`src/brb_pkg.sv`:
```
// shared types and constants for the byte ring buffer
`timescale 1ns / 1ps

package brb_pkg;

    localparam int QDEPTH = 4;
    localparam int QA_W   = 2;
    localparam int QC_W   = 3;

    typedef enum logic [2:0] {
        OP_WRITE  = 3'd0,
        OP_READ   = 3'd1,
        OP_PEEK   = 3'd2,
        OP_REMOVE = 3'd3,
        OP_CLEAR  = 3'd4
    } t_op;

    typedef enum logic [1:0] {
        ST_OK        = 2'd0,
        ST_OVERFLOW  = 2'd1,
        ST_NO_DATA   = 2'd2,
        ST_NOT_ENOUGH = 2'd3
    } t_status;

    typedef enum logic {
        S_IDLE,
        S_STREAM
    } t_state;

    typedef struct packed {
        logic [2:0] op;
        logic       first_of_block;
        logic [6:0] length;
        logic [7:0] data_in;
    } t_in;

    typedef struct packed {
        logic [1:0]  status;
        logic [7:0]  data_out;
        logic        data_valid;
        logic [10:0] fill_level;
        logic        last;
    } t_out;

    typedef struct packed {
        logic valid;
        t_out item;
    } t_push;

endpackage

```
`src/brb_outq.sv`:
```
// small result queue between the controller and the output channel
`timescale 1ns / 1ps

module brb_outq
    import brb_pkg::*;
(
    input  logic            i_clk,
    input  logic            i_rst_n,
    input  t_push           i_push,
    output logic [QC_W-1:0] o_count,
    output logic            o_valid,
    input  logic            i_stall,
    output t_out            o_data
);

    t_out            r_buf [QDEPTH];
    logic [QA_W-1:0] r_head;
    logic [QA_W-1:0] r_tail;
    logic [QC_W-1:0] r_count;
    logic [QA_W-1:0] n_head;
    logic [QA_W-1:0] n_tail;
    logic [QC_W-1:0] n_count;
    logic            pop;

    assign pop = o_valid && !i_stall;

    always_comb begin
        n_head  = pop ? r_head + 1'b1 : r_head;
        n_tail  = i_push.valid ? r_tail + 1'b1 : r_tail;
        n_count = r_count + QC_W'(i_push.valid) - QC_W'(pop);
    end

    always_ff @(posedge i_clk) begin
        if (!i_rst_n) begin
            r_head  <= '0;
            r_tail  <= '0;
            r_count <= '0;
        end else begin
            r_head  <= n_head;
            r_tail  <= n_tail;
            r_count <= n_count;
        end
    end

    always_ff @(posedge i_clk) begin
        if (i_push.valid) begin
            r_buf[r_tail] <= i_push.item;
        end
    end

    assign o_count = r_count;
    assign o_valid = (r_count != '0);
    assign o_data  = r_buf[r_head];

endmodule

```
`config.mk`:
```
export PLATFORM = sky130hd
export DESIGN_NAME = brb_outq
export DESIGN_NICKNAME = d
export VERILOG_FILES = /design/src/brb_pkg.sv /design/src/brb_outq.sv
export SDC_FILE = /design/constraint.sdc
export NUM_CORES = 1
export LEC_CHECK = 0
export ABC_CLOCK_PERIOD_IN_PS = 2790
export BUFFER_PORTS_ARGS = -buffer_cell sky130_fd_sc_hd__clkbuf_2
export CORE_MARGIN = 2
export CORE_UTILIZATION = 35
export CTS_CLUSTER_SIZE = 40
export DETAILED_ROUTE_END_ITERATION = 16
export PLACE_DENSITY = 0.62
export RECOVER_POWER = 25
export SLEW_MARGIN = 15
export SYNTH_ARGS = -nofsm -noshare
export SYNTH_HDL_FRONTEND = slang
export SYNTH_SLANG_ARGS = --single-unit
```
`constraint.sdc`:
```
create_clock -name i_clk -period 2.79 [get_ports i_clk]
set_clock_uncertainty 0.2 [all_clocks]
set_input_delay 0.4185 -clock i_clk [delete_from_list [all_inputs] [get_ports i_clk]]
set_output_delay 0.4185 -clock i_clk [all_outputs]
set_load 0.005 [all_outputs]
```
==> results.ini <==
[status]
status=complete, no violations

[finish]
synthToLayoutAreaGrowth_pct=16.8
drive_above_1_share_pct=34.9
post-route-util_pct=41.5
final_cells=378
nets=267
antenna_cells=0
n_fill_cell=1002

[logic_synthesis]
synth-compound-area-share_pct=0.525
synth_adder_area_share_pct=2.49
synthesis.nets=200
synth_area_leaders=edfxtp_1, mux4_2, dfxtp_1
syn_area_um2=3810
yosys.area.top_type=edfxtp_1
async_flop_share_pct=0
synthMuxAreaShare_pct=14.4
synthCells=166
synth_commonest_cells=edfxtp_1, mux4_2, dfxtp_1
synth_edf_count=92
yosysUniqueCellTypes=24
synth_top_family_by_area=multiplexers
yosys.area_share.simple_pct=2.46
synth.most_common_cell=edfxtp_1
synth_top_cell_area_share_pct=72.4
syn_avg_cell_area_um2=23.0
synth-seq-area-share_pct=77.1
ys_dominant_reg_cell=edfxtp_1
synth-seq-cells=101
yosysWarnings=0
post_synth_xor_area_fraction_pct=0.689

[clock_network]
path_clk_slew_ns=0.09
cts_resized=0
postCtsHoldBufs=0
clkSinkCount=101
cts_buffer_depth=2
cts_buffers=9
htree_num_levels=3
clock-root-buffer=clkbuf_8
cts_tree=done
worstSkewPairLatency_ns=0.36
postCtsSetupRepairBufs=0

[routing]
routed_via_density=4.63
routed_wl_um=6310
drt-initial-drc-count=63
drtPass1Iterations=6
drtAntennaViolNets=0
wire_per_inst_um=16.7
vias=1750
drc=0

[timing]
report.final.slew_viol_count=0
fin_tns_setup_ns=0
fin_hold_ws_ns=0.0842
fin_ws_ns=0.241
worst_pin_slew_ns=0.448
maxSlewHeadroom_pct=70.2
fin_crit_sh_pct=91.3
fmax_mhz=392
final-hold-violation-count=0
setup-violations-final=0
fin_crit_ns=2.55
rsz0062_at_grt=no

[pwr]
vdd_drop_max_mv=0.408
power.density_nw_per_um2=754
leakagePower_nw=1.51

[placed_design]
dpl_worst_slack_ns=0.510
port_buffers=53
dp_hpwl_um=4120
place_inst=362
gp_congestion=0.670

[setup_path]
critPathKind=reg -> out
crit_chain=buf_4 > mux4_2 > clkbuf_2
worstPathMaxFanout=12
required_ns=2.17
slowest_stage=dfxtp_2
arrival_ns=1.93
worstSetupStartpointType=register
critPathBufInv=2
slowest_delay_ns=0.62
endpoint_kind=output port
crit_family=flip-flops

[global_route]
antenna_found_initial=0
first_global_vias=1818
grt_usage_pct=11.5
grt_max_degree=24
grt_overflow=0
grt_pass1_wl_um=9520

[floorplan]
start_util_pct=35.5
die-area_um2=11800
row_count=38
die-width_um=108
die_y_um=108
num_io_pins=54
core_um2=10700

[job]
maxCapViolCount=0

[min_path]
worstHoldPathType=in -> reg

## sequential cells by signal (all words and copies together), names as in the netlist, named ones only
register	count
r_buf	92
o_count	3
r_head	2
r_tail	2
## power breakdown
part	switching [mW]	internal, mW	total [mW]
registers	0.0660	1.75	1.82
clock network	0.503	0.430	0.933
logic	0.272	0.336	0.608
total	0.841	2.52	3.36
## stage by stage
step	power (mW)	cell area, µm²
3_5_place_dp	2.48	4270
4_1_cts	3.41	4480
2_1_floorplan	2.26	3810
5_1_grt	3.53	4460
3_3_place_gp	2.47	4270
6_report	3.36	4460
## metal layers
layer | up-vias | wire length (µm) | global-route usage (%)
met4 | 0 | 70 | 3.85
met3 | 8 | 393 | 4.64
li1 | 802 | - | -
met1 | 895 | 2600 | 13.5
met2 | 45 | 3250 | 19.2
met5 | - | 0 | 0
## cell type report
class                      instances  area (µm²)  share of cell area [%]
clock buffer                       9         124                    2.78
clock inverter                     7        83.8                    1.88
sequential                       101        2940                    66.1
timing repair buffer              61         318                    7.13
inverter                           7        26.3                   0.590
multi-input combinational         53         785                    17.6
tap                              140         175                    3.93
## cells by family (layout without fill, tap and decap cells)
family	Yosys count	after routing
mux	25	25
fa+ha+maj	7	7
flops	101	101
buf+inv	12	84
xor+xnor	3	3
simple gates	15	15
compound gates	3	3
## cell usage in the layout, fill, tap and decap left out
cell type,instances
a21boi_0,1
a21boi_1,1
and2_1,8
buf_12,1
buf_4,7
bufinv_16,1
clkbuf_1,16
clkbuf_2,37
clkbuf_8,9
clkinv_2,1
clkinv_4,3
dfxtp_1,8
dfxtp_2,1
edfxtp_1,92
fa_1,1
ha_1,6
inv_1,7
inv_8,2
mux2i_1,2
mux4_1,3
mux4_2,20
nand2_1,1
nand2b_1,1
nor2_1,1
nor2b_1,1
nor3_2,1
nor3b_1,1
o21ai_0,1
or3_1,1
xnor2_1,2
xor2_1,1
## worst paths after layout
check,startpoint,to,slack [ns],depth (start not counted)
worst max register to register,o_count[1]$_SDFF_PN0_,o_count[2]$_SDFF_PN0_,0.51,9
worst max-delay path,register,o_data[5],0.24,3
worst min-delay path,i_push[1],r_buf[1][1]$_DFFE_PP_,0.08,1
worst min register to register,r_head[1]$_SDFFE_PN0P_,r_head[1]$_SDFFE_PN0P_,0.29,2
(Power assumes the default switching activity.)
