### src/brb_pkg.sv
// shared types and constants for the byte ring buffer
`timescale 1ns / 1ps

package brb_pkg;

    localparam int QDEPTH = 4;
    localparam int QA_W   = 2;
    localparam int QC_W   = 3;

    typedef enum logic [2:0] {
        OP_WRITE  = 3'd0,
        OP_READ   = 3'd1,
        OP_PEEK   = 3'd2,
        OP_REMOVE = 3'd3,
        OP_CLEAR  = 3'd4
    } t_op;

    typedef enum logic [1:0] {
        ST_OK        = 2'd0,
        ST_OVERFLOW  = 2'd1,
        ST_NO_DATA   = 2'd2,
        ST_NOT_ENOUGH = 2'd3
    } t_status;

    typedef enum logic {
        S_IDLE,
        S_STREAM
    } t_state;

    typedef struct packed {
        logic [2:0] op;
        logic       first_of_block;
        logic [6:0] length;
        logic [7:0] data_in;
    } t_in;

    typedef struct packed {
        logic [1:0]  status;
        logic [7:0]  data_out;
        logic        data_valid;
        logic [10:0] fill_level;
        logic        last;
    } t_out;

    typedef struct packed {
        logic valid;
        t_out item;
    } t_push;

endpackage

### src/brb_ctrl.sv
// request decode, ring pointers, fill count and byte streaming sequencer
`timescale 1ns / 1ps

module brb_ctrl
    import brb_pkg::*;
#(
    parameter int DEPTH       = 1024,
    parameter int MAX_REQUEST = 64,
    parameter int AW          = 10,
    parameter int FW          = 11
) (
    input  logic            i_clk,
    input  logic            i_rst_n,
    input  logic            i_in_valid,
    output logic            o_in_stall,
    input  t_in             i_in_data,
    input  logic [QC_W-1:0] i_q_count,
    output t_push           o_push,
    output logic            o_mem_we,
    output logic [AW-1:0]   o_mem_waddr,
    output logic [7:0]      o_mem_wdata,
    output logic            o_mem_re,
    output logic [AW-1:0]   o_mem_raddr,
    input  logic [7:0]      i_mem_rdata
);

    localparam int CW = (FW > 7) ? FW : 7;
    localparam int SW = ((AW > 7) ? AW : 7) + 1;

    t_state        r_state, n_state;
    logic [AW-1:0] r_rd_idx, n_rd_idx;
    logic [AW-1:0] r_wr_idx, n_wr_idx;
    logic [FW-1:0] r_fill, n_fill;
    logic [6:0]    r_blk_rem, n_blk_rem;
    logic          r_blk_rej, n_blk_rej;
    logic [AW-1:0] r_cursor, n_cursor;
    logic [6:0]    r_left, n_left;
    logic          r_consume, n_consume;
    logic          r_pend;
    logic          r_pend_last;

    logic          accept;
    logic          issue;
    logic          single;
    logic          start;
    logic [1:0]    st;
    logic [6:0]    len_c;
    logic [6:0]    rd_n;
    logic [FW-1:0] free;
    logic          wr_ok;
    logic [SW-1:0] sum;

    function automatic logic [AW-1:0] ring_next(input logic [AW-1:0] p);
        return (p == AW'(DEPTH - 1)) ? '0 : p + 1'b1;
    endfunction

    // handshake and issue control
    always_comb begin
        o_in_stall = !(r_state == S_IDLE && !r_pend && i_q_count < QC_W'(QDEPTH));
        accept     = i_in_valid && !o_in_stall;
        // reserve a queue slot for the byte already in flight
        issue      = (r_state == S_STREAM) &&
                     ((QC_W + 1)'(i_q_count) + (QC_W + 1)'(r_pend) + 1'b1
                      <= (QC_W + 1)'(QDEPTH));
    end

    always_comb begin
        n_state = r_state;
        case (r_state)
            S_IDLE: begin
                if (accept && start) begin
                    n_state = S_STREAM;
                end
            end
            S_STREAM: begin
                if (issue && r_left == 7'd1) begin
                    n_state = S_IDLE;
                end
            end
            default: n_state = S_IDLE;
        endcase
    end

    always_comb begin
        n_rd_idx  = r_rd_idx;
        n_wr_idx  = r_wr_idx;
        n_fill    = r_fill;
        n_blk_rem = r_blk_rem;
        n_blk_rej = r_blk_rej;
        n_cursor  = r_cursor;
        n_left    = r_left;
        n_consume = r_consume;
        st        = ST_OK;
        single    = 1'b0;
        start     = 1'b0;
        wr_ok     = 1'b0;
        o_mem_we  = 1'b0;
        o_mem_re  = 1'b0;

        len_c = (i_in_data.length > 7'(MAX_REQUEST)) ? 7'(MAX_REQUEST) : i_in_data.length;
        rd_n  = (CW'(len_c) < CW'(r_fill)) ? len_c : 7'(r_fill);
        free  = FW'(DEPTH) - r_fill;
        sum   = SW'(r_rd_idx) + SW'(len_c);

        if (accept) begin
            single = 1'b1;
            case (i_in_data.op)
                OP_WRITE: begin
                    if (i_in_data.first_of_block) begin
                        if (len_c == 7'd0) begin
                            n_blk_rem = '0;
                            n_blk_rej = 1'b0;
                        end else begin
                            n_blk_rem = len_c - 1'b1;
                            n_blk_rej = CW'(free) < CW'(len_c);
                            wr_ok     = !n_blk_rej;
                        end
                    end else if (r_blk_rem != 7'd0) begin
                        n_blk_rem = r_blk_rem - 1'b1;
                        wr_ok     = !r_blk_rej;
                    end
                    if (wr_ok && r_fill < FW'(DEPTH)) begin
                        o_mem_we = 1'b1;
                        n_wr_idx = ring_next(r_wr_idx);
                        n_fill   = r_fill + 1'b1;
                    end else begin
                        st = ST_OVERFLOW;
                    end
                end
                OP_READ: begin
                    if (r_fill == '0) begin
                        st = ST_NO_DATA;
                    end else if (rd_n != 7'd0) begin
                        start     = 1'b1;
                        single    = 1'b0;
                        n_fill    = r_fill - FW'(rd_n);
                        n_cursor  = r_rd_idx;
                        n_left    = rd_n;
                        n_consume = 1'b1;
                    end
                end
                OP_PEEK: begin
                    if (CW'(r_fill) < CW'(len_c)) begin
                        st = ST_NOT_ENOUGH;
                    end else if (len_c != 7'd0) begin
                        start     = 1'b1;
                        single    = 1'b0;
                        n_cursor  = r_rd_idx;
                        n_left    = len_c;
                        n_consume = 1'b0;
                    end
                end
                OP_REMOVE: begin
                    if (CW'(r_fill) < CW'(len_c)) begin
                        st = ST_NOT_ENOUGH;
                    end else begin
                        n_rd_idx = AW'((sum >= SW'(DEPTH)) ? sum - SW'(DEPTH) : sum);
                        n_fill   = r_fill - FW'(len_c);
                    end
                end
                OP_CLEAR: begin
                    n_rd_idx  = '0;
                    n_wr_idx  = '0;
                    n_fill    = '0;
                    n_blk_rem = '0;
                    n_blk_rej = 1'b0;
                end
                default: begin
                end
            endcase
        end

        if (issue) begin
            o_mem_re = 1'b1;
            n_cursor = ring_next(r_cursor);
            n_left   = r_left - 1'b1;
            if (r_consume && r_left == 7'd1) begin
                n_rd_idx = ring_next(r_cursor);
            end
        end
    end

    always_comb begin
        o_mem_waddr = r_wr_idx;
        o_mem_wdata = i_in_data.data_in;
        o_mem_raddr = r_cursor;

        o_push.valid = (accept && single) || r_pend;
        if (r_pend) begin
            o_push.item.status     = ST_OK;
            o_push.item.data_out   = i_mem_rdata;
            o_push.item.data_valid = 1'b1;
            o_push.item.fill_level = 11'(r_fill);
            o_push.item.last       = r_pend_last;
        end else begin
            o_push.item.status     = st;
            o_push.item.data_out   = 8'd0;
            o_push.item.data_valid = 1'b0;
            o_push.item.fill_level = 11'(n_fill);
            o_push.item.last       = 1'b1;
        end
    end

    always_ff @(posedge i_clk) begin
        if (!i_rst_n) begin
            r_state     <= S_IDLE;
            r_rd_idx    <= '0;
            r_wr_idx    <= '0;
            r_fill      <= '0;
            r_blk_rem   <= '0;
            r_blk_rej   <= 1'b0;
            r_left      <= '0;
            r_consume   <= 1'b0;
            r_pend      <= 1'b0;
            r_pend_last <= 1'b0;
        end else begin
            r_state     <= n_state;
            r_rd_idx    <= n_rd_idx;
            r_wr_idx    <= n_wr_idx;
            r_fill      <= n_fill;
            r_blk_rem   <= n_blk_rem;
            r_blk_rej   <= n_blk_rej;
            r_left      <= n_left;
            r_consume   <= n_consume;
            r_pend      <= issue;
            r_pend_last <= (r_left == 7'd1);
        end
    end

    always_ff @(posedge i_clk) begin
        r_cursor <= n_cursor;
    end

endmodule

### config.mk
export PLATFORM = sky130hd
export DESIGN_NAME = brb_ctrl
export DESIGN_NICKNAME = d
export VERILOG_FILES = /design/src/brb_pkg.sv /design/src/brb_ctrl.sv
export SDC_FILE = /design/constraint.sdc
export NUM_CORES = 1
export LEC_CHECK = 0
export BUFFER_PORTS_ARGS = -buffer_cell sky130_fd_sc_hd__buf_2
export CORE_AREA = 2 2 132 108
export DETAILED_ROUTE_END_ITERATION = 16
export DIE_AREA = 0 0 134 110
export SLEW_MARGIN = 15
export SYNTH_ARGS = -nofsm -noshare
export SYNTH_HDL_FRONTEND = slang
export SYNTH_SLANG_ARGS = --single-unit
### constraint.sdc
create_clock -name i_clk -period 6.6 [get_ports i_clk]
set_clock_uncertainty 0.2 [all_clocks]
set_input_delay 0 -clock i_clk [delete_from_list [all_inputs] [get_ports i_clk]]
set_output_delay 0 -clock i_clk [all_outputs]
set_load 0.05 [all_outputs]
==> results.md <==
- Routed length per instance: 20.6 um
- WL final: 21000 um
- Die area: 14700 um^2
- Vias: between 6000 and 7000
- Congestion Overflow GR: 0
- Top cells by count, synth: nand2_1, nor2_1, dfxtp_1, o21ai_0, a21oi_1
- FF/Latch Area: 1300 um^2
- Setup TNS: 0 ns
- Starting density of the core: 44.2%
- Via count of the first global-routing pass: a little under 6000
- Reg2Reg Depth: 15
- H-Tree Depth: 3
- Unrepaired setup endpoints after global routing: false
- Fill cell count: roughly 1300
- Non-Filler Instances: between 1000 and 1500
- R2R Setup Slk: around 1.6 ns
- Register share of total power: a little under a third
- Routed Antenna Nets: 0
- CP endpoint kind: output pin
- Largest net degree at the start of global routing: 31
- CTS clk-pin slew, worst paths: about 0.060 ns
- Worst slew pin tran: a little over 1 ns
- DRT Pass-1 Iters: 5
- Syn Area/Cell: 7.49 um^2
- Pleak: approximately 2.7 nW
- Number of DRC markers in iteration 0: between 700 and 800
- Synthesis Warnings: 0
- Final Power: ~1.2 mW
- Cell depth of the worst hold path: 6
- Worst EP arrival: 5.10 ns
- Final setup violating endpoints: 0
- Yosys reg bits: 60
- Drt drc: 0
- Area contributors post-synth: dfxtp_1, ha_1, edfxtp_1
- ANT cells: 0
- Internal: 791 uW
- Die X-Extent: 134 um
- Sw Share: 36.1%
- Crit-path max FO: 21
- Synth unique cells: 83
- Hold path start: i_in_data[8]
- HPWL after DPL: approximately 16000 um
- CTS Buffer Depth: 2
- Worst Hold Class: in -> reg
- Post-CTS setup buffers: 0
- Dominant cell type by area after synthesis: dfxtp_1
- Cts bufs inserted: 9
- Post-Place Cells: 990
- Status: finished clean
- CTS tree: built
- Req. time, crit path: approximately 6.4 ns
- Core Region: between 10000 and 15000 um^2
- End of the worst register-to-register path: r_fill[8]$_SDFF_PN0_
- Root buffer cell: clkbuf_16
- Min Tclk post-route: 5.30 ns
- Final Instance Area: between 6000 and 7000 um^2
- Primary FF master, synth: dfxtp_1
- Psw: between 400 and 500 uW
- Nets: about 900
- Most instantiated library cell after synthesis: nand2_1
- Area growth from synthesis to layout: 13.7%
- Initial antenna violation count: 0
- Clock share of power: between 30% and 40%
- Fmax: around 0.19 GHz
- I/O pin count: 88
- Clk_lat worst skew: roughly 0.35 ns
- Post-synth ARST share: 0%
- Area fraction of the dominant cell type after synthesis: between 15 and 20%
- Worst slew margin: 31.3%
- Core Util, Final: 50.2%
- Placed cell area: 6270 um^2
- GRT Resource Usage Total: 28.4%
- First-pass GRT wire length: between 30000 and 40000 um
- Num Clock Sinks: 60
- Pwr dens: between 150 and 200 nW/um^2
- Multi-input gate area: 4200 um^2
- Post-Syn Instances: slightly below 800
- Final period util: 80.4%
- Critical path startpoint: r_fill[2]$_SDFF_PN0_
- RR Startpoint: r_fill[2]$_SDFF_PN0_
- IO buf count: between 70 and 80
- WHS Endpoint: r_blk_rem[0]$_SDFFE_PN0P_
- Die height: about 110 um
- Combinational power share: between 30% and 40%
- Part of the Yosys area used for sequential elements: 22.1%
- Max-Cap Viols: 0
- Setup CP Type: reg -> out
- Post-Syn Nets: 857
- Num rows: 38
- Max-slew violations: 0
- Mapped Area: a little under 6000 um^2
- Share of layout cells above drive strength 1: between 10% and 20%
- Vias/cell: 6.25
- Routability cong.: roughly 1
- Worst vdd ir: between 0.1 and 0.15 mV
- Kind of start point of the critical path: flop
- EDFF count, synth: 10
- Hold Vio Cnt, Final: 0
-- per-layer routing --
metal / global-route usage [%] / part of all wire, % / up-vias
met4: 9.04 / 2.1 / 0
li1: - / - / 3012
met5: 0 / 0 / -
met2: 43.7 / 43 / 303
met1: 41.3 / 48 / 3031
met3: 3.75 / 7.5 / 36
-- power by group through the flow --
stage | Sequential (mW) | Combinational (mW) | Clock (mW)
finish | 0.391 | 0.374 | 0.474
global route | 0.392 | 0.399 | 0.495
CTS | 0.391 | 0.365 | 0.481
detailed placement | 0.398 | 0.347 | 0
global placement | 0.398 | 0.344 | 0
floorplan | 0.398 | 0.261 | 0
-- worst max-delay path: stages, from the launching register on --
cell and delay [ns]:
dfxtp_1 0.84, ha_1 0.42, a21oi_1 0.24, a21oi_1 0.21, or4_4 0.67, nand2_2 0.20, o21ai_0 0.13, ha_1 0.27
inv_1 0.08, ha_1 0.27, nor2_1 0.10, o211a_1 0.23, o31ai_1 0.37, a32o_1 0.24, nand2_1 0.07, nand3_1 0.14
buf_2 0.28
-- flip-flops by register name (all words and copies together) (netlist names) --
name         count
o_mem_raddr     10
o_mem_waddr     10
r_blk_rej        1
r_blk_rem        7
r_consume        1
r_fill          11
r_left           7
r_pend           1
r_pend_last      1
r_rd_idx        10
r_state          1
-- worst max-delay path by stage --
stage / end / slack [ns] / cells past startpoint
after floorplan: o_push[8] / 2.06 / 17
after global placement: o_push[5] / 1.79 / 21
after detailed placement: o_push[5] / 1.69 / 21
after CTS: o_push[8] / 1.42 / 14
after global routing: o_push[11] / 1.00 / 16
final: o_push[5] / 1.30 / 16
-- kinds of logic after synthesis --
logic type / Yosys count / share of synthesized area (%)
xor gates and xnor gates: 40 / 5.94
buffers and inverters: 93 / 6.85
DFF: 60 / 22.1
adders and majority gates: 37 / 8.06
and+or+nand+nor: 309 / 27.2
AOI/OAI and AO/OA: 234 / 27.3
muxes: 15 / 2.59
-- placed cells by master (no fill, tap or decap), drive strengths merged, types with 11 or more instances in the layout --
master | netlist | routed
dlygate4sd3 | 0 | 15
nand2b | 12 | 12
mux2i | 13 | 13
o211ai | 12 | 12
nor2 | 60 | 60
ha | 34 | 34
or3 | 11 | 11
nor3 | 35 | 35
nor2b | 12 | 12
a21oi | 47 | 47
nand2 | 67 | 67
o21ai | 55 | 55
a31oi | 12 | 12
nand3 | 32 | 32
a211oi | 17 | 17
and3 | 13 | 13
xnor2 | 30 | 30
clkbuf | 40 | 11
dfxtp | 50 | 50
and2 | 19 | 19
inv | 35 | 35
buf | 17 | 79
-- timing repair --
action	CTS	global route
hold buffers	15	0
hold endpoints to repair	26	0
resized for setup	0	0
-- stage by stage --
step / setup slack (ns) / hold slack (ns)
after floorplan: 2.06 / -0.0329
after global placement: 1.79 / -0.199
after CTS: 1.42 / 0.0497
after detailed placement: 1.69 / -0.199
final: 1.30 / 0.0868
after global routing: 1.00 / 0.112
-- layout make-up --
cell class	count	share of cell area [%]
tap	180	3.36
timing repair buffer	94	8.43
clock inverter	5	0.783
inverter	36	2.01
multi-input combinational	635	62.5
clock buffer	11	3.47
sequential	60	19.4
(Power assumes the default switching activity.)
